[src/hw/rtl/alkp_pkg.sv]
`timescale 1ns / 1ps
`default_nettype none

package alkp_pkg;

    // Fixed geometry of the block.
    localparam int MAX_KEYS = 4;
    localparam int KEY_W    = 2;
    localparam int ADC_BITS = 10;
    localparam int HOLD_W   = 8;
    localparam int CFG_IDX_W  = 3;
    localparam int CFG_DATA_W = 10;

    // Input commands.
    localparam logic CMD_SAMPLE = 1'b0;
    localparam logic CMD_TICK   = 1'b1;

    // Event kinds.
    localparam logic [2:0] EV_PRESS      = 3'd0;
    localparam logic [2:0] EV_RELEASE    = 3'd1;
    localparam logic [2:0] EV_TAP        = 3'd2;
    localparam logic [2:0] EV_LONG_START = 3'd3;
    localparam logic [2:0] EV_LONG_END   = 3'd4;
    localparam logic [2:0] EV_CLICK      = 3'd5;

    // Key modes; the fourth code behaves as plain.
    localparam logic [1:0] MODE_PLAIN = 2'd0;
    localparam logic [1:0] MODE_LONG  = 2'd1;
    localparam logic [1:0] MODE_CLICK = 2'd2;

    // Configuration register indexes.
    localparam logic [CFG_IDX_W-1:0] CFG_DRIFT     = 3'd0;
    localparam logic [CFG_IDX_W-1:0] CFG_THRESHOLD = 3'd1;
    localparam logic [CFG_IDX_W-1:0] CFG_KEY0      = 3'd2;
    localparam logic [CFG_IDX_W-1:0] CFG_KEY1      = 3'd3;
    localparam logic [CFG_IDX_W-1:0] CFG_KEY2      = 3'd4;
    localparam logic [CFG_IDX_W-1:0] CFG_KEY3      = 3'd5;
    localparam logic [CFG_IDX_W-1:0] CFG_MODES     = 3'd6;

    // Configuration reset values.
    localparam logic [ADC_BITS-1:0] DRIFT_RESET     = 10'd70;
    localparam logic [HOLD_W-1:0]   THRESHOLD_RESET = 8'd88;

    typedef struct packed {
        logic                command;
        logic                sample_valid;
        logic [ADC_BITS-1:0] adc_sample;
    } req_item_t;

    typedef struct packed {
        logic [KEY_W-1:0] key_index;
        logic [2:0]       event_kind;
        logic             last_event;
    } evt_item_t;

    typedef enum logic [1:0] {
        ST_IDLE,
        ST_SAMPLE,
        ST_TICK,
        ST_FLUSH
    } ctrl_state_t;

    // Commands from the controller to the datapath.
    typedef struct packed {
        logic             load_item;
        logic             sample_step;
        logic             tick_step;
        logic             flush;
        logic [KEY_W-1:0] key_idx;
    } dp_cmd_t;

    // Status from the datapath to the controller.
    typedef struct packed {
        logic slot_free;
    } dp_status_t;

endpackage

`default_nettype wire

[src/hw/rtl/adc_ladder_key_long_press_unit.sv]
`timescale 1ns / 1ps
`default_nettype none

// Resistor-ladder keypad qualifier with long-press detection. A sample item
// (command 0) matches the ADC reading against each enabled key centre and
// arms keys whose level differs from their debounced state; it gives no
// events and walks K = min(NUM_KEYS, 4) keys, one key per cycle through the
// shared window comparator. A tick item (command 1) walks the same keys one
// per cycle while the event output is not stalled, then passes a flush step;
// the walk waits while a held event cannot leave for the event stall. Events
// leave through an output register, the last one of a tick flagged by
// last_event; a new item is accepted only once the walk is done.
// Configuration writes are taken at any time but are meant for idle periods.
module adc_ladder_key_long_press_unit
    import alkp_pkg::*;
#(
    parameter int NUM_KEYS = 4
)
(
    input  wire logic                  clk,
    input  wire logic                  rst_n,
    input  wire logic                  req_valid,
    output logic                       req_stall,
    input  wire req_item_t             req,
    output logic                       evt_valid,
    input  wire logic                  evt_stall,
    output evt_item_t                  evt,
    input  wire logic                  cfg_we,
    input  wire logic [CFG_IDX_W-1:0]  cfg_index,
    input  wire logic [CFG_DATA_W-1:0] cfg_data
);

    dp_cmd_t    cmd;
    dp_status_t status;

    // Sequencer over the keys.
    alkp_ctrl #(
        .NUM_KEYS (NUM_KEYS)
    ) u_ctrl (
        .clk         (clk),
        .rst_n       (rst_n),
        .req_valid   (req_valid),
        .req_command (req.command),
        .req_stall   (req_stall),
        .status      (status),
        .cmd         (cmd)
    );

    // Key state, configuration and event output.
    alkp_datapath u_datapath (
        .clk       (clk),
        .rst_n     (rst_n),
        .req       (req),
        .cfg_we    (cfg_we),
        .cfg_index (cfg_index),
        .cfg_data  (cfg_data),
        .cmd       (cmd),
        .status    (status),
        .evt_valid (evt_valid),
        .evt_stall (evt_stall),
        .evt       (evt)
    );

endmodule

`default_nettype wire

[src/hw/rtl/alkp_ctrl.sv]
`timescale 1ns / 1ps
`default_nettype none

module alkp_ctrl
    import alkp_pkg::*;
#(
    parameter int NUM_KEYS = 4
)
(
    input  wire logic       clk,
    input  wire logic       rst_n,
    input  wire logic       req_valid,
    input  wire logic       req_command,
    output logic            req_stall,
    input  wire dp_status_t status,
    output dp_cmd_t         cmd
);

    localparam int ACTIVE_KEYS = (NUM_KEYS < MAX_KEYS) ? NUM_KEYS : MAX_KEYS;
    localparam logic [KEY_W-1:0] LAST_KEY = KEY_W'(ACTIVE_KEYS - 1);

    ctrl_state_t      state_reg, state_next;
    logic [KEY_W-1:0] key_reg, key_next;
    logic             accept;

    assign accept = req_valid && (state_reg == ST_IDLE);

    // State and key counter registers.
    always_ff @(posedge clk or negedge rst_n)
    begin
        if (!rst_n)
        begin
            state_reg <= ST_IDLE;
            key_reg   <= '0;
        end
        else
        begin
            state_reg <= state_next;
            key_reg   <= key_next;
        end
    end

    // Next state: walk the keys once per item, one key a cycle unless the event output stalls a tick.
    always_comb
    begin
        state_next = state_reg;
        key_next   = key_reg;
        case (state_reg)
            ST_IDLE:
            begin
                key_next = '0;
                if (accept)
                begin
                    state_next = (req_command == CMD_TICK) ? ST_TICK : ST_SAMPLE;
                end
            end
            ST_SAMPLE:
            begin
                if (key_reg == LAST_KEY)
                begin
                    state_next = ST_IDLE;
                    key_next   = '0;
                end
                else
                begin
                    key_next = key_reg + 1'b1;
                end
            end
            ST_TICK:
            begin
                if (status.slot_free)
                begin
                    if (key_reg == LAST_KEY)
                    begin
                        state_next = ST_FLUSH;
                        key_next   = '0;
                    end
                    else
                    begin
                        key_next = key_reg + 1'b1;
                    end
                end
            end
            ST_FLUSH:
            begin
                if (status.slot_free)
                begin
                    state_next = ST_IDLE;
                end
            end
            default:
            begin
                state_next = ST_IDLE;
                key_next   = '0;
            end
        endcase
    end

    // Outputs: commands to the datapath and the input stall.
    always_comb
    begin
        req_stall       = (state_reg != ST_IDLE);
        cmd.load_item   = accept;
        cmd.sample_step = 1'b0;
        cmd.tick_step   = 1'b0;
        cmd.flush       = 1'b0;
        cmd.key_idx     = key_reg;
        case (state_reg)
            ST_IDLE:   cmd.load_item   = accept;
            ST_SAMPLE: cmd.sample_step = 1'b1;
            ST_TICK:   cmd.tick_step   = status.slot_free;
            ST_FLUSH:  cmd.flush       = status.slot_free;
            default:   cmd.load_item   = 1'b0;
        endcase
    end

endmodule

`default_nettype wire

[src/hw/rtl/alkp_datapath.sv]
`timescale 1ns / 1ps
`default_nettype none

module alkp_datapath
    import alkp_pkg::*;
(
    input  wire logic                  clk,
    input  wire logic                  rst_n,
    input  wire req_item_t             req,
    input  wire logic                  cfg_we,
    input  wire logic [CFG_IDX_W-1:0]  cfg_index,
    input  wire logic [CFG_DATA_W-1:0] cfg_data,
    input  wire dp_cmd_t               cmd,
    output dp_status_t                 status,
    output logic                       evt_valid,
    input  wire logic                  evt_stall,
    output evt_item_t                  evt
);

    // Configuration registers.
    logic [ADC_BITS-1:0] drift_reg;
    logic [HOLD_W-1:0]   thr_reg;
    logic [ADC_BITS-1:0] center_reg [MAX_KEYS];
    logic [7:0]          modes_reg;

    // Captured input item.
    logic                sv_reg;
    logic [ADC_BITS-1:0] adc_reg;

    // Per-key state.
    logic [MAX_KEYS-1:0] matched_reg;
    logic [MAX_KEYS-1:0] deb_reg;
    logic [MAX_KEYS-1:0] armed_reg;
    logic [MAX_KEYS-1:0] pend_reg;
    logic [HOLD_W-1:0]   hold_reg [MAX_KEYS];

    // Held event and output register.
    logic             held_valid_reg;
    logic [KEY_W-1:0] held_key_reg;
    logic [2:0]       held_kind_reg;
    logic             evt_valid_reg;
    evt_item_t        evt_reg;

    // Per-key working values.
    logic [KEY_W-1:0]    k;
    logic [ADC_BITS-1:0] c;
    logic [ADC_BITS:0]   sum_hi, sum_lo;
    logic                match;
    logic [1:0]          mode;
    logic                lvl, deb, pend;
    logic [HOLD_W-1:0]   hold, hold_sat;
    logic                ev_fire;
    logic [2:0]          ev_kind;
    logic [HOLD_W-1:0]   hold_next;
    logic                pend_next;
    logic                slot_free;

    assign k         = cmd.key_idx;
    assign slot_free = !evt_valid_reg || !evt_stall;
    assign status.slot_free = slot_free;
    assign evt_valid = evt_valid_reg;
    assign evt       = evt_reg;

    // Configuration writes; an unknown index is ignored.
    always_ff @(posedge clk or negedge rst_n)
    begin
        if (!rst_n)
        begin
            drift_reg <= DRIFT_RESET;
            thr_reg   <= THRESHOLD_RESET;
            for (int i = 0; i < MAX_KEYS; i++)
            begin
                center_reg[i] <= '0;
            end
            modes_reg <= '0;
        end
        else if (cfg_we)
        begin
            case (cfg_index)
                CFG_DRIFT:     drift_reg     <= cfg_data[ADC_BITS-1:0];
                CFG_THRESHOLD: thr_reg       <= cfg_data[HOLD_W-1:0];
                CFG_KEY0:      center_reg[0] <= cfg_data[ADC_BITS-1:0];
                CFG_KEY1:      center_reg[1] <= cfg_data[ADC_BITS-1:0];
                CFG_KEY2:      center_reg[2] <= cfg_data[ADC_BITS-1:0];
                CFG_KEY3:      center_reg[3] <= cfg_data[ADC_BITS-1:0];
                CFG_MODES:     modes_reg     <= cfg_data[7:0];
                default:       drift_reg     <= drift_reg;
            endcase
        end
    end

    // Capture the sample fields of an accepted item.
    always_ff @(posedge clk)
    begin
        if (cmd.load_item)
        begin
            sv_reg  <= req.sample_valid;
            adc_reg <= req.adc_sample;
        end
    end

    // Window match: center - drift < sample < center + drift, without signs.
    always_comb
    begin
        c      = center_reg[k];
        sum_hi = {1'b0, c} + {1'b0, drift_reg};
        sum_lo = {1'b0, adc_reg} + {1'b0, drift_reg};
        match  = sv_reg && ({1'b0, adc_reg} < sum_hi) && (sum_lo > {1'b0, c});
    end

    // Qualify the selected key for a tick.
    always_comb
    begin
        mode      = modes_reg[2*k +: 2];
        lvl       = matched_reg[k];
        deb       = deb_reg[k];
        pend      = pend_reg[k];
        hold      = hold_reg[k];
        hold_sat  = (hold == '1) ? hold : hold + 1'b1;
        ev_fire   = 1'b0;
        ev_kind   = EV_PRESS;
        hold_next = hold;
        pend_next = pend;
        if (deb != lvl)
        begin
            if (mode == MODE_CLICK)
            begin
                ev_fire = 1'b1;
                ev_kind = EV_CLICK;
            end
            else if (mode == MODE_LONG)
            begin
                // Both edges restart the count at one.
                hold_next = HOLD_W'(1);
                pend_next = lvl;
                if (!lvl)
                begin
                    ev_fire = 1'b1;
                    ev_kind = (hold > thr_reg) ? EV_LONG_END : EV_TAP;
                end
            end
            else
            begin
                ev_fire = 1'b1;
                ev_kind = lvl ? EV_PRESS : EV_RELEASE;
            end
        end
        else if (mode == MODE_LONG)
        begin
            hold_next = hold_sat;
            if (pend && (hold_sat > thr_reg))
            begin
                pend_next = 1'b0;
                ev_fire   = 1'b1;
                ev_kind   = EV_LONG_START;
            end
        end
    end

    // Per-key state updates.
    always_ff @(posedge clk or negedge rst_n)
    begin
        if (!rst_n)
        begin
            matched_reg <= '0;
            deb_reg     <= '0;
            armed_reg   <= '0;
            pend_reg    <= '0;
            for (int i = 0; i < MAX_KEYS; i++)
            begin
                hold_reg[i] <= '0;
            end
        end
        else if (cmd.sample_step)
        begin
            if (c != '0)
            begin
                matched_reg[k] <= match;
                if (deb_reg[k] != match)
                begin
                    armed_reg[k] <= 1'b1;
                end
            end
        end
        else if (cmd.tick_step && armed_reg[k])
        begin
            armed_reg[k] <= lvl;
            deb_reg[k]   <= lvl;
            pend_reg[k]  <= pend_next;
            hold_reg[k]  <= hold_next;
        end
    end

    // One event is held back until it is known whether another follows.
    always_ff @(posedge clk or negedge rst_n)
    begin
        if (!rst_n)
        begin
            held_valid_reg <= 1'b0;
            evt_valid_reg  <= 1'b0;
        end
        else
        begin
            if (cmd.tick_step && armed_reg[k] && ev_fire)
            begin
                held_valid_reg <= 1'b1;
            end
            else if (cmd.flush)
            begin
                held_valid_reg <= 1'b0;
            end

            if ((cmd.tick_step && armed_reg[k] && ev_fire && held_valid_reg)
                || (cmd.flush && held_valid_reg))
            begin
                evt_valid_reg <= 1'b1;
            end
            else if (!evt_stall)
            begin
                evt_valid_reg <= 1'b0;
            end
        end
    end

    // Held event and output payload.
    always_ff @(posedge clk)
    begin
        if (cmd.tick_step && armed_reg[k] && ev_fire)
        begin
            held_key_reg  <= k;
            held_kind_reg <= ev_kind;
        end
        if ((cmd.tick_step && armed_reg[k] && ev_fire && held_valid_reg)
            || (cmd.flush && held_valid_reg))
        begin
            evt_reg.key_index  <= held_key_reg;
            evt_reg.event_kind <= held_kind_reg;
            evt_reg.last_event <= cmd.flush;
        end
    end

endmodule

`default_nettype wire

[config.mk]
export PLATFORM = sky130hd
export DESIGN_NAME = adc_ladder_key_long_press_unit
export DESIGN_NICKNAME = d
export VERILOG_FILES = /design/src/hw/rtl/alkp_pkg.sv /design/src/hw/rtl/adc_ladder_key_long_press_unit.sv /design/src/hw/rtl/alkp_ctrl.sv /design/src/hw/rtl/alkp_datapath.sv
export SDC_FILE = /design/constraint.sdc
export NUM_CORES = 1
export LEC_CHECK = 0
export ABC_AREA = 0
export BUFFER_PORTS_ARGS = -buffer_cell sky130_fd_sc_hd__buf_2
export CORE_MARGIN = 3
export CORE_UTILIZATION = 45
export DETAILED_ROUTE_END_ITERATION = 8
export PLACE_DENSITY = 0.65
export SLEW_MARGIN = 20
export SYNTH_ARGS = -nofsm -noshare
export SYNTH_HDL_FRONTEND = slang
export SYNTH_SLANG_ARGS = --single-unit
[constraint.sdc]
create_clock -name clk -period 9.3 [get_ports clk]
set_input_delay 1.395 -clock clk [delete_from_list [all_inputs] [get_ports clk]]
set_output_delay 1.395 -clock clk [all_outputs]
set_load 0.05 [all_outputs]
# Word-level counts from Yosys, hierarchy flattened
# Cells that the tools add are included.
# totals
ff_bits,142
latchBits,0
ram_bits,0
rom_bits,0
inputBits,30
out_inout_bits,8
elab_cells,166
mem_count,0
# classes
add_sub_neg,4
mul,0
n_div,0
magnitude_cmp,8
n_eq_ne,23
shift,1
n_mux,68
bitwise_logic,3
n_reduce_logical,33
# op_table
op,count
two-way mux 8 bit,8
bitwise mux 32 bit,1
two-way mux 1 bit,24
adder 10 x 10 -> 11 bit,2
binary-select mux 10 bit (select 2 bit),1
two-way mux 10 bit,2
AND reduction 2 bit,10
two-way mux 2 bit,9
two-way mux 3 bit,6
binary-select mux 8 bit (select 2 bit),1
bitwise mux 4 bit,4
demux 8 bit (select 2 bit),1
> comparator 8 bit,2
two-way mux 4 bit,4
"!= test 2 x 1 -> 1 bit, second input constant",8
> comparator 11 x 10 -> 1 bit,1
less-than comparator 10 x 11 -> 1 bit,1
logical AND 1 bit,10
nonzero test 10 bit,1
"equality test 3 bit, second input constant",3
"adder 8 x 1 -> 8 bit, second input constant",1
binary-select mux 1 bit (select 2 bit),4
"equality test 2 bit, second input constant",4
"equality test 8 bit, second input constant",1
other kinds (24),31

# Longest topological paths before layout
# Gate-level depths: netlist of run 1.
# depth
depth_word,15
mapped_depth,20
mapped_depth_nobuf,18

# Cells and area by module
# Synthesis of run 1 repeated with hierarchy kept, for this count alone.
# unflattened
cells_unflattened,677
hier_area_um2,8075.2
# by_module_without_submodules
module,n_inst,cells_each,area_each_um2,seq_area_each_um2
alkp_datapath,1,644,7734.9,3570.9
alkp_ctrl,1,33,340.3,100.1

# Worst setup path before layout of run 1
# OpenSTA, ideal clock, no wires.
# synth_timing
path_type,register to register
start,register u_ctrl.key_reg[0]
end,register u_datapath.armed_reg[0]
setup_ps,77
t_arrival_ps,4591
t_required_ps,9223
setup_slack_ps,4631
stages_incl_launch_ff,20
path_buffers,2
period_less_slack_ps,4669
path_cell_list,dfrtp_1 -> buf_6 -> buf_6 -> mux4_2 -> ha_1 -> fa_1 -> a211oi_1 -> nor2_1 -> o21a_1 -> o21ai_0 -> nand2b_1 -> a21oi_1 -> xor2_1 -> ha_1 -> a2111o_1 -> a21oi_1 -> o21ai_0 -> a221oi_1 -> mux2_2 -> a21oi_1
# synth_via
elab_chain_cells,11
word_cells_on_any_way,33
classes_between,add/sub: 1; order compare: 4; eq/ne: 3; mux: 16; bitwise: 2; reduce/logical: 7
# synth_lines
item,line_no,source
start: declaration,alkp_ctrl.sv:23,"logic [KEY_W-1:0] key_reg, key_next;"
start signal: assignment,alkp_ctrl.sv:39,key_reg <= key_next;
inverter 2 -> 3 bit (implied by the code),alkp_datapath.sv:105,c = center_reg[k];
binary-select mux 10 bit (select 2 bit),alkp_datapath.sv:105,
two-way mux 10 bit (implied by the code) (2 in a row),alkp_datapath.sv:105,
adder 10 x 10 -> 11 bit,alkp_datapath.sv:106,"sum_hi = {1'b0, c} + {1'b0, drift_reg};"
less-than comparator 10 x 11 -> 1 bit,alkp_datapath.sv:108,"match = sv_reg && ({1'b0, adc_reg} < sum_hi) && (sum_lo > {1'b0, c});"
logical AND 1 bit (2 in a row),alkp_datapath.sv:108,
!= test 1 bit,alkp_datapath.sv:179,if (deb_reg[k] != match)
!= test 2 x 1 -> 1 bit (no source line),n/a,
AND reduction 3 bit (no source line),n/a,
end signal: indexed assignment,alkp_datapath.sv:187,armed_reg[k] <= lvl;
end: declaration,alkp_datapath.sv:33,logic [MAX_KEYS-1:0] armed_reg;
# Several ways; a longest one is shown, not always the timed one. The select of a mux whose other input is x is not followed.
# A chain may end at the register's enable or synchronous reset.

# Worst setup path in the final report of run 1
# layout_timing
start,register u_ctrl.key_reg[1]
end,register u_datapath.armed_reg[0]
# The elaborated chain is that of the path after synthesis.

==> summary.md, run 1 <==
| Metric | Value |
|---|---|
| Status | finished, final reports clean |
| Distinct cell type count after synthesis | 64 |
| Synth top area share | 35.5% |
| Setup_tns | 0 ns |
| Vias/cell | 5.78 |
| GRT Overall Usage | 18.8% |
| Final Hold Fails | 0 |
| Syn Inst Count | 684 |
| Initial antenna violation count | 0 |
| Die area | 19500 um^2 |
| FMAX | 0.197 GHz |
| Starting density of the core | 46.2% |
| Worst-skew pair later-pin latency | 0.42 ns |
| Worst Path Arrival | 5.42 ns |
| R2r endpoint | u_datapath.armed_reg[0] |
| ANT cells | 0 |
| WHS Endpoint | u_datapath.evt[3] |
| Final min period | 5.09 ns |
| Async S/R FF share, synth | 84.5% |
| Vias | 5572 |
| Cell area after synthesis | 8040 um^2 |
| RR Startpoint | u_ctrl.key_reg[1] |
| Wire per inst | 18.5 um |
| Required time of the critical path | 9.63 ns |
| Synth warn | 0 |
| Synthesized flop and latch total | 142 |
| Core outline area | 17400 um^2 |
| Routability congestion estimate | 0.860 |
| CTS tree | yes |
| DRC errors left | 0 |
| Row cnt | 48 |
| Largest net degree at the start of global routing | 77 |
| Routed WL | 17800 um |
| Hold path depth | 0 |
| CTS max path bufs | 2 |
| Slew headroom | 37.0% |
| Area of the multi-input gates | 4110 um^2 |
| Worst-path fanout max | 29 |
| CP most frequent cell | a21oi_1 |
| Max reg flops | 40 |
| Clock Skew | 0.00781 ns |
| Max-Cap Viols | 0 |
| Syn avg cell area | 11.8 um^2 |
| Total CTS buffers | 17 |
| Worst path top cell family by delay | compound AO/OA/AOI/OAI gates |
| Hold slack | 0.426 ns |
| Count leader, synth | dfrtp_1 |
| Crit-path max cell delay | 0.60 ns |
| FF-to-FF setup slack | 4.21 ns |
| Max VDD drop | 148 uV |
| Fill count | 1523 |
| Clk sinks | 142 |
| Crit. End Element | register |
| Worst-case reg-to-reg path depth | 18 |
| First-pass GRT wire length | 29700 um |
| Routed Antenna Nets | 0 |
| EDFF count, synth | 22 |
| Drt pass-1 iters | 5 |
| Endpoints failing setup | 0 |
| Synth top cells by count | dfrtp_1, mux2_2, ha_1, nand2_1, o21ai_0 |
| Sequential cell area fraction in the yosys report | 45.7% |
| I/O Buffers | 37 |
| Register Area | 3670 um^2 |
| Worst-Margin Slew | 0.945 ns |
| Type of the tightest min-delay check | register to register |
| Vert. Die Dim | 140 um |
| RSZ-0062 raised after global routing | no |
| DP HPWL | 13000 um |
| Bufs and invs on worst path | 1 |
| Slowest cell on crit path | a221oi_1 |
| Total Power | 2.58 mW |
| Clock Pin Slew Worst Setup and Hold Paths | 0.06 ns |
| Crit-path cells | buf_4 > mux4_2 > ha_1 > fa_1 > a211oi_1 > nor2_1 > o21a_1 > o21ai_0 > nand2b_1 > a21oi_1 > xor2_1 > ha_1 > a2111o_1 > a21oi_1 > o21ai_0 > a221oi_1 > mux2_2 > a21oi_1 |
| Critical path launch point type | register |
| Vias in the first global route | 5780 |
| Layout net count | 824 |
| Power Dens Cells | 286 nW/um^2 |
| Hold_buf cts | 0 |
| Post CTS Setup Buffer Count | 0 |
| Share of cells above drive strength 1 | 26.1% |
| Slew Limit Fails | 0 |
| CTS resizes | 0 |
| GRT Residual Overflow | 0 |
| Main synth FF type | dfrtp_1 |
| # IOs | 38 |
| Pleak | 4.03 nW |
| First DRT Iteration DRCs | 423 |
| H-tree Lvls | 4 |
| HP Start | u_datapath.held_kind_reg[2] |
| Area grow syn2layout | 12.5% |
| Final worst-path cycle share | 54.7% |
| Cell taking the most area after synthesis | dfrtp_1 |
| Kind of critical path | register to register |
| Horiz. Die Dim | 140 um |
| Synth Net Count | 782 |
| Synth top area cells | dfrtp_1, mux2_2, ha_1, edfxtp_1, mux4_2 |
| CTS Root Cell | clkbuf_16 |
[per-stage QoR]
stage               instances  util (%)  setup slack (ns)  instance area [um^2]
global route              964      51.9              3.85                  9050
finish                    964      51.9              4.21                  9050
detailed placement        932      48.5              4.19                  8440
floorplan                 684         -              4.63                  8040
CTS                       964      51.9              4.15                  9050
global placement          932      48.5              4.42                  8440
[final cells by class]
cell class / count / area share, %
clock buffers: 20 / 4.94
well taps: 225 / 3.11
clock inverters: 12 / 1.74
inverters: 37 / 1.54
multi-input cells: 484 / 45.4
flip-flops and latches: 142 / 40.6
repair buffers: 44 / 2.66
[cells by family after synthesis]
kind of cell	after synthesis	share of synthesized area (%)
xor+xnor	18	1.96
fa+ha+maj	68	10.8
buf+inv	58	3.24
mux	107	18.4
compound gates	138	10.7
simple gates	153	9.34
flops	142	45.7
[where the power goes]
| group | internal [mW] | switching [mW] | leakage, nW |
|---|---|---|---|
| combinational | 0.471 | 0.610 | 2.01 |
| clock | 0.431 | 0.268 | 0.287 |
| sequential | 0.739 | 0.0651 | 1.73 |
[worst register-to-register path, stage by stage (launching register included)]
cell,delay [ns]
dfrtp_1,0.32
buf_4,0.39
mux4_2,0.44
ha_1,0.23
fa_1,0.42
a211oi_1,0.26
nor2_1,0.09
o21a_1,0.21
o21ai_0,0.17
nand2b_1,0.07
a21oi_1,0.17
xor2_1,0.17
ha_1,0.26
a2111o_1,0.38
a21oi_1,0.11
o21ai_0,0.11
a221oi_1,0.60
mux2_2,0.45
a21oi_1,0.16
[routing by layer]
metal / vias to the layer above / share of wire [%] / global-route usage [%]
met4: 0 / 0.79 / 4.23
met5: - / 0 / 0
li1: 2603 / - / -
met3: 10 / 3.9 / 3.92
met1: 2840 / 46 / 25.6
met2: 119 / 49 / 31.3
[worst max path at each step]
stage	cells after the start	endpoint	slack, ns	from
global route	17	u_datapath.armed_reg[0]	3.85	u_ctrl.key_reg[0]
finish	18	u_datapath.armed_reg[0]	4.21	u_ctrl.key_reg[1]
detailed placement	17	u_datapath.armed_reg[0]	4.19	u_ctrl.key_reg[0]
global placement	17	u_datapath.armed_reg[2]	4.42	u_ctrl.key_reg[0]
floorplan	19	u_datapath.armed_reg[0]	4.63	u_ctrl.key_reg[0]
CTS	17	u_datapath.armed_reg[0]	4.15	u_ctrl.key_reg[0]
[layout by cell type (no fill, tap or decap), types with 17 or more instances in the layout]
master / netlist / layout
inv_1: 37 / 37
nand2_1: 65 / 65
mux4_2: 23 / 23
o21ai_0: 50 / 50
edfxtp_1: 22 / 22
clkbuf_16: 0 / 17
buf_2: 10 / 36
dfrtp_1: 114 / 114
mux2_2: 80 / 80
nor2_1: 20 / 20
ha_1: 66 / 66
a21oi_1: 31 / 31
Note: power is estimated with default switching activity, not from simulation.
==> inputs of run 2 (changes only) <==
--- a/config.mk
+++ b/config.mk
@@ -10,7 +10,7 @@
 export CORE_MARGIN = 3
 export CORE_UTILIZATION = 45
 export DETAILED_ROUTE_END_ITERATION = 8
-export PLACE_DENSITY = 0.65
+export PLACE_DENSITY = 0.68
 export SLEW_MARGIN = 20
 export SYNTH_ARGS = -nofsm -noshare
 export SYNTH_HDL_FRONTEND = slang
==> constraint.sdc (replaced) <==
create_clock -name clk -period 4.5 [get_ports clk]
set_input_delay 0.675 -clock clk [delete_from_list [all_inputs] [get_ports clk]]
set_output_delay 0.675 -clock clk [all_outputs]
set_load 0.05 [all_outputs]
==> summary.md, run 2 (same netlist as run 1, synthesis figures left out) <==
| Metric | Value |
|---|---|
| Kind of critical path | register to register |
| Routed Antenna Nets | 0 (unchanged) |
| Crit-path cells | mux4_2 > ha_4 > fa_2 > a211oi_2 > nor2_1 > o21a_1 > o21ai_2 > nand2b_1 > a21oi_2 > xor2_1 > ha_1 > a2111o_1 > a21oi_2 > o21ai_2 > a221oi_2 > mux2_4 > a21oi_2 |
| GRT Residual Overflow | 0 (unchanged) |
| Setup WS pre-CTS | 0.0640 ns (-4.12 ns) |
| Starting density of the core | 46.2% (unchanged) |
| Vias in the first global route | 5890 (+1.9%) |
| Commonest non-fill, non-tap cells in the layout | dfrtp_1, mux2_2, nand2_1, ha_1, o21ai_0 |
| DP HPWL | 13400 um (+2.6%) |
| CP most frequent cell | a21oi_2 |
| Clock Pin Slew Worst Setup and Hold Paths | 0.06 ns (about the same) |
| # IOs | 38 (unchanged) |
| Routed WL | 18600 um (+4.3%) |
| Part of the power in registers | 29.6% (-1.5 points) |
| Routability congestion estimate | 0.894 (+4.0%) |
| Drt pass-1 iters | 5 (unchanged) |
| DRC errors left | 0 (unchanged) |
| Max reg flops | 40 (unchanged) |
| Most common cell after layout, fill and taps aside | dfrtp_1 |
| Fill count | 1472 (-3.3%) |
| Vias | 5633 (+1.1%) |
| Endpoints failing setup | 0 (unchanged) |
| Clock power frac | 26.3% (-0.8 points) |
| First-pass GRT wire length | 30000 um (+1.1%) |
| Total Power | 5.62 mW (+120%) |
| Vert. Die Dim | 140 um (unchanged) |
| Critical path launch point type | register |
| RR Startpoint | u_ctrl.key_reg[0] |
| Power Dens Cells | 606 nW/um^2 (+110%) |
| Clk sinks | 142 (unchanged) |
| Wire per inst | 19.0 um (+2.8%) |
| Share of cells above drive strength 1 | 29.5% (+3.4 points) |
| Largest net degree at the start of global routing | 44 (-43%) |
| First DRT Iteration DRCs | 389 (-8.0%) |
| Total CTS buffers | 17 (unchanged) |
| Bufs and invs on worst path | 0 (-1) |
| Core outline area | 17400 um^2 (unchanged) |
| Worst-path fanout max | 4 (-86%) |
| RSZ-0062 raised after global routing | yes |
| Required time of the critical path | 4.85 ns (-4.78 ns) |
| Worst Path Arrival | 4.79 ns (-0.63 ns) |
| Max-Cap Viols | 0 (unchanged) |
| Switching power | 2.11 mW (+120%) |
| Setup_tns | 0 ns (unchanged) |
| Crit-path max cell delay | 0.58 ns (-0.02 ns) |
| Sw Share | 37.5% (+0.96 points) |
| Slowest cell on crit path | mux4_2 |
| Final Hold Fails | 0 (unchanged) |
| Die area | 19500 um^2 (unchanged) |
| Slew Limit Fails | 0 (unchanged) |
| I/O Buffers | 37 (unchanged) |
| Final min period | 4.45 ns (-0.643 ns) |
| Layout net count | 838 (+1.7%) |
| Vias/cell | 5.76 (-0.35%) |
| Status | finished, final reports clean |
| Row cnt | 48 (unchanged) |
| GRT Overall Usage | 19.3% (+0.43 points) |
| Final worst-path cycle share | 98.8% (+44 points) |
| Worst setup margin | 0.0546 ns (-4.16 ns) |
| Combinational power share | 44.1% (+2.3 points) |
| Placed Cells | 938 (+0.64%) |
| H-tree Lvls | 4 (unchanged) |
| Slew headroom | 53.2% (+16 points) |
| Worst-skew pair later-pin latency | 0.42 ns (about the same) |
| Type of the tightest min-delay check | input port to async pin |
| Horiz. Die Dim | 140 um (unchanged) |
| Clock Skew | 0.00768 ns (-0.000124 ns) |
| Post-Layout Cell Count | 978 (+1.5%) |
| Internal | 3.51 mW (+110%) |
| Area grow syn2layout | 15.3% |
| CTS Root Cell | clkbuf_16 |
| Pleak | 4.14 nW (+2.7%) |
| Critical Path Start | u_ctrl.key_reg[0] |
| Worst path top cell family by delay | compound AO/OA/AOI/OAI gates |
| Initial antenna violation count | 0 (unchanged) |
| FMAX | 0.225 GHz (+14%) |
| Crit. End Element | register |
| ANT cells | 0 (unchanged) |
| CTS tree | yes |
| CTS max path bufs | 2 (unchanged) |
| Max VDD drop | 336 uV (+130%) |
| Worst-Margin Slew | 0.698 ns (-0.247 ns) |
## run 2: power by group through the flow
stage,Clock (mW),Sequential [mW],Combinational [mW]
final,1.48,1.67,2.48
after global routing,1.56,1.69,2.74
after CTS,1.51,1.66,2.31
after detailed placement,0,1.68,2.28
after global placement,0,1.67,2.18
after floorplan,0,1.63,1.75
## run 2: layout make-up
type                       count  area, um^2  area share [%]
multi-input combinational    484        4190            45.1
clock inverter                13         169            1.82
sequential                   142        3670            39.6
tap                          225         282            3.04
timing repair buffer          58         362            3.90
clock buffer                  19         464            5.01
inverter                      37         139            1.50
## run 2: final timing paths
kind	slack [ns]	depth (start not counted)	end
worst max-delay path	0.05	17	u_datapath.armed_reg[0]
worst min-delay path	0.21	1	u_datapath.modes_reg[4]
worst max register to register	0.05	17	u_datapath.armed_reg[0]
worst min register to register	0.45	0	u_datapath.evt[1]
max in group asynchronous	3.35	2	u_datapath.hold_reg[11]
min in group clk	0.42	1	u_datapath.adc_reg[0]
## run 2: what timing repair did
| action | CTS | global route |
|---|---|---|
| resized for setup | 0 | 20 |
| pin swaps | 1 | 3 |
| setup endpoints to repair | 3 | 19 |
| hold buffers | 0 | 0 |
| setup buffers | 0 | 8 |
## run 2: layer usage
layer | vias up | track usage [%] | wire length, um
li1 | 2650 | - | -
met1 | 2843 | 24.7 | 8320
met2 | 119 | 32.9 | 9250
met3 | 21 | 4.43 | 722
met4 | 0 | 5.25 | 266
met5 | - | 0 | 0
## run 2: stage by stage
stage | instance area (um^2) | util (%) | hold slack (ns)
floorplan | 8060 | - | 0.379
global placement | 8500 | 48.8 | 0.424
detailed placement | 8500 | 48.8 | 0.430
CTS | 9130 | 52.4 | 0.210
global route | 9270 | 53.2 | 0.232
finish | 9270 | 53.2 | 0.206
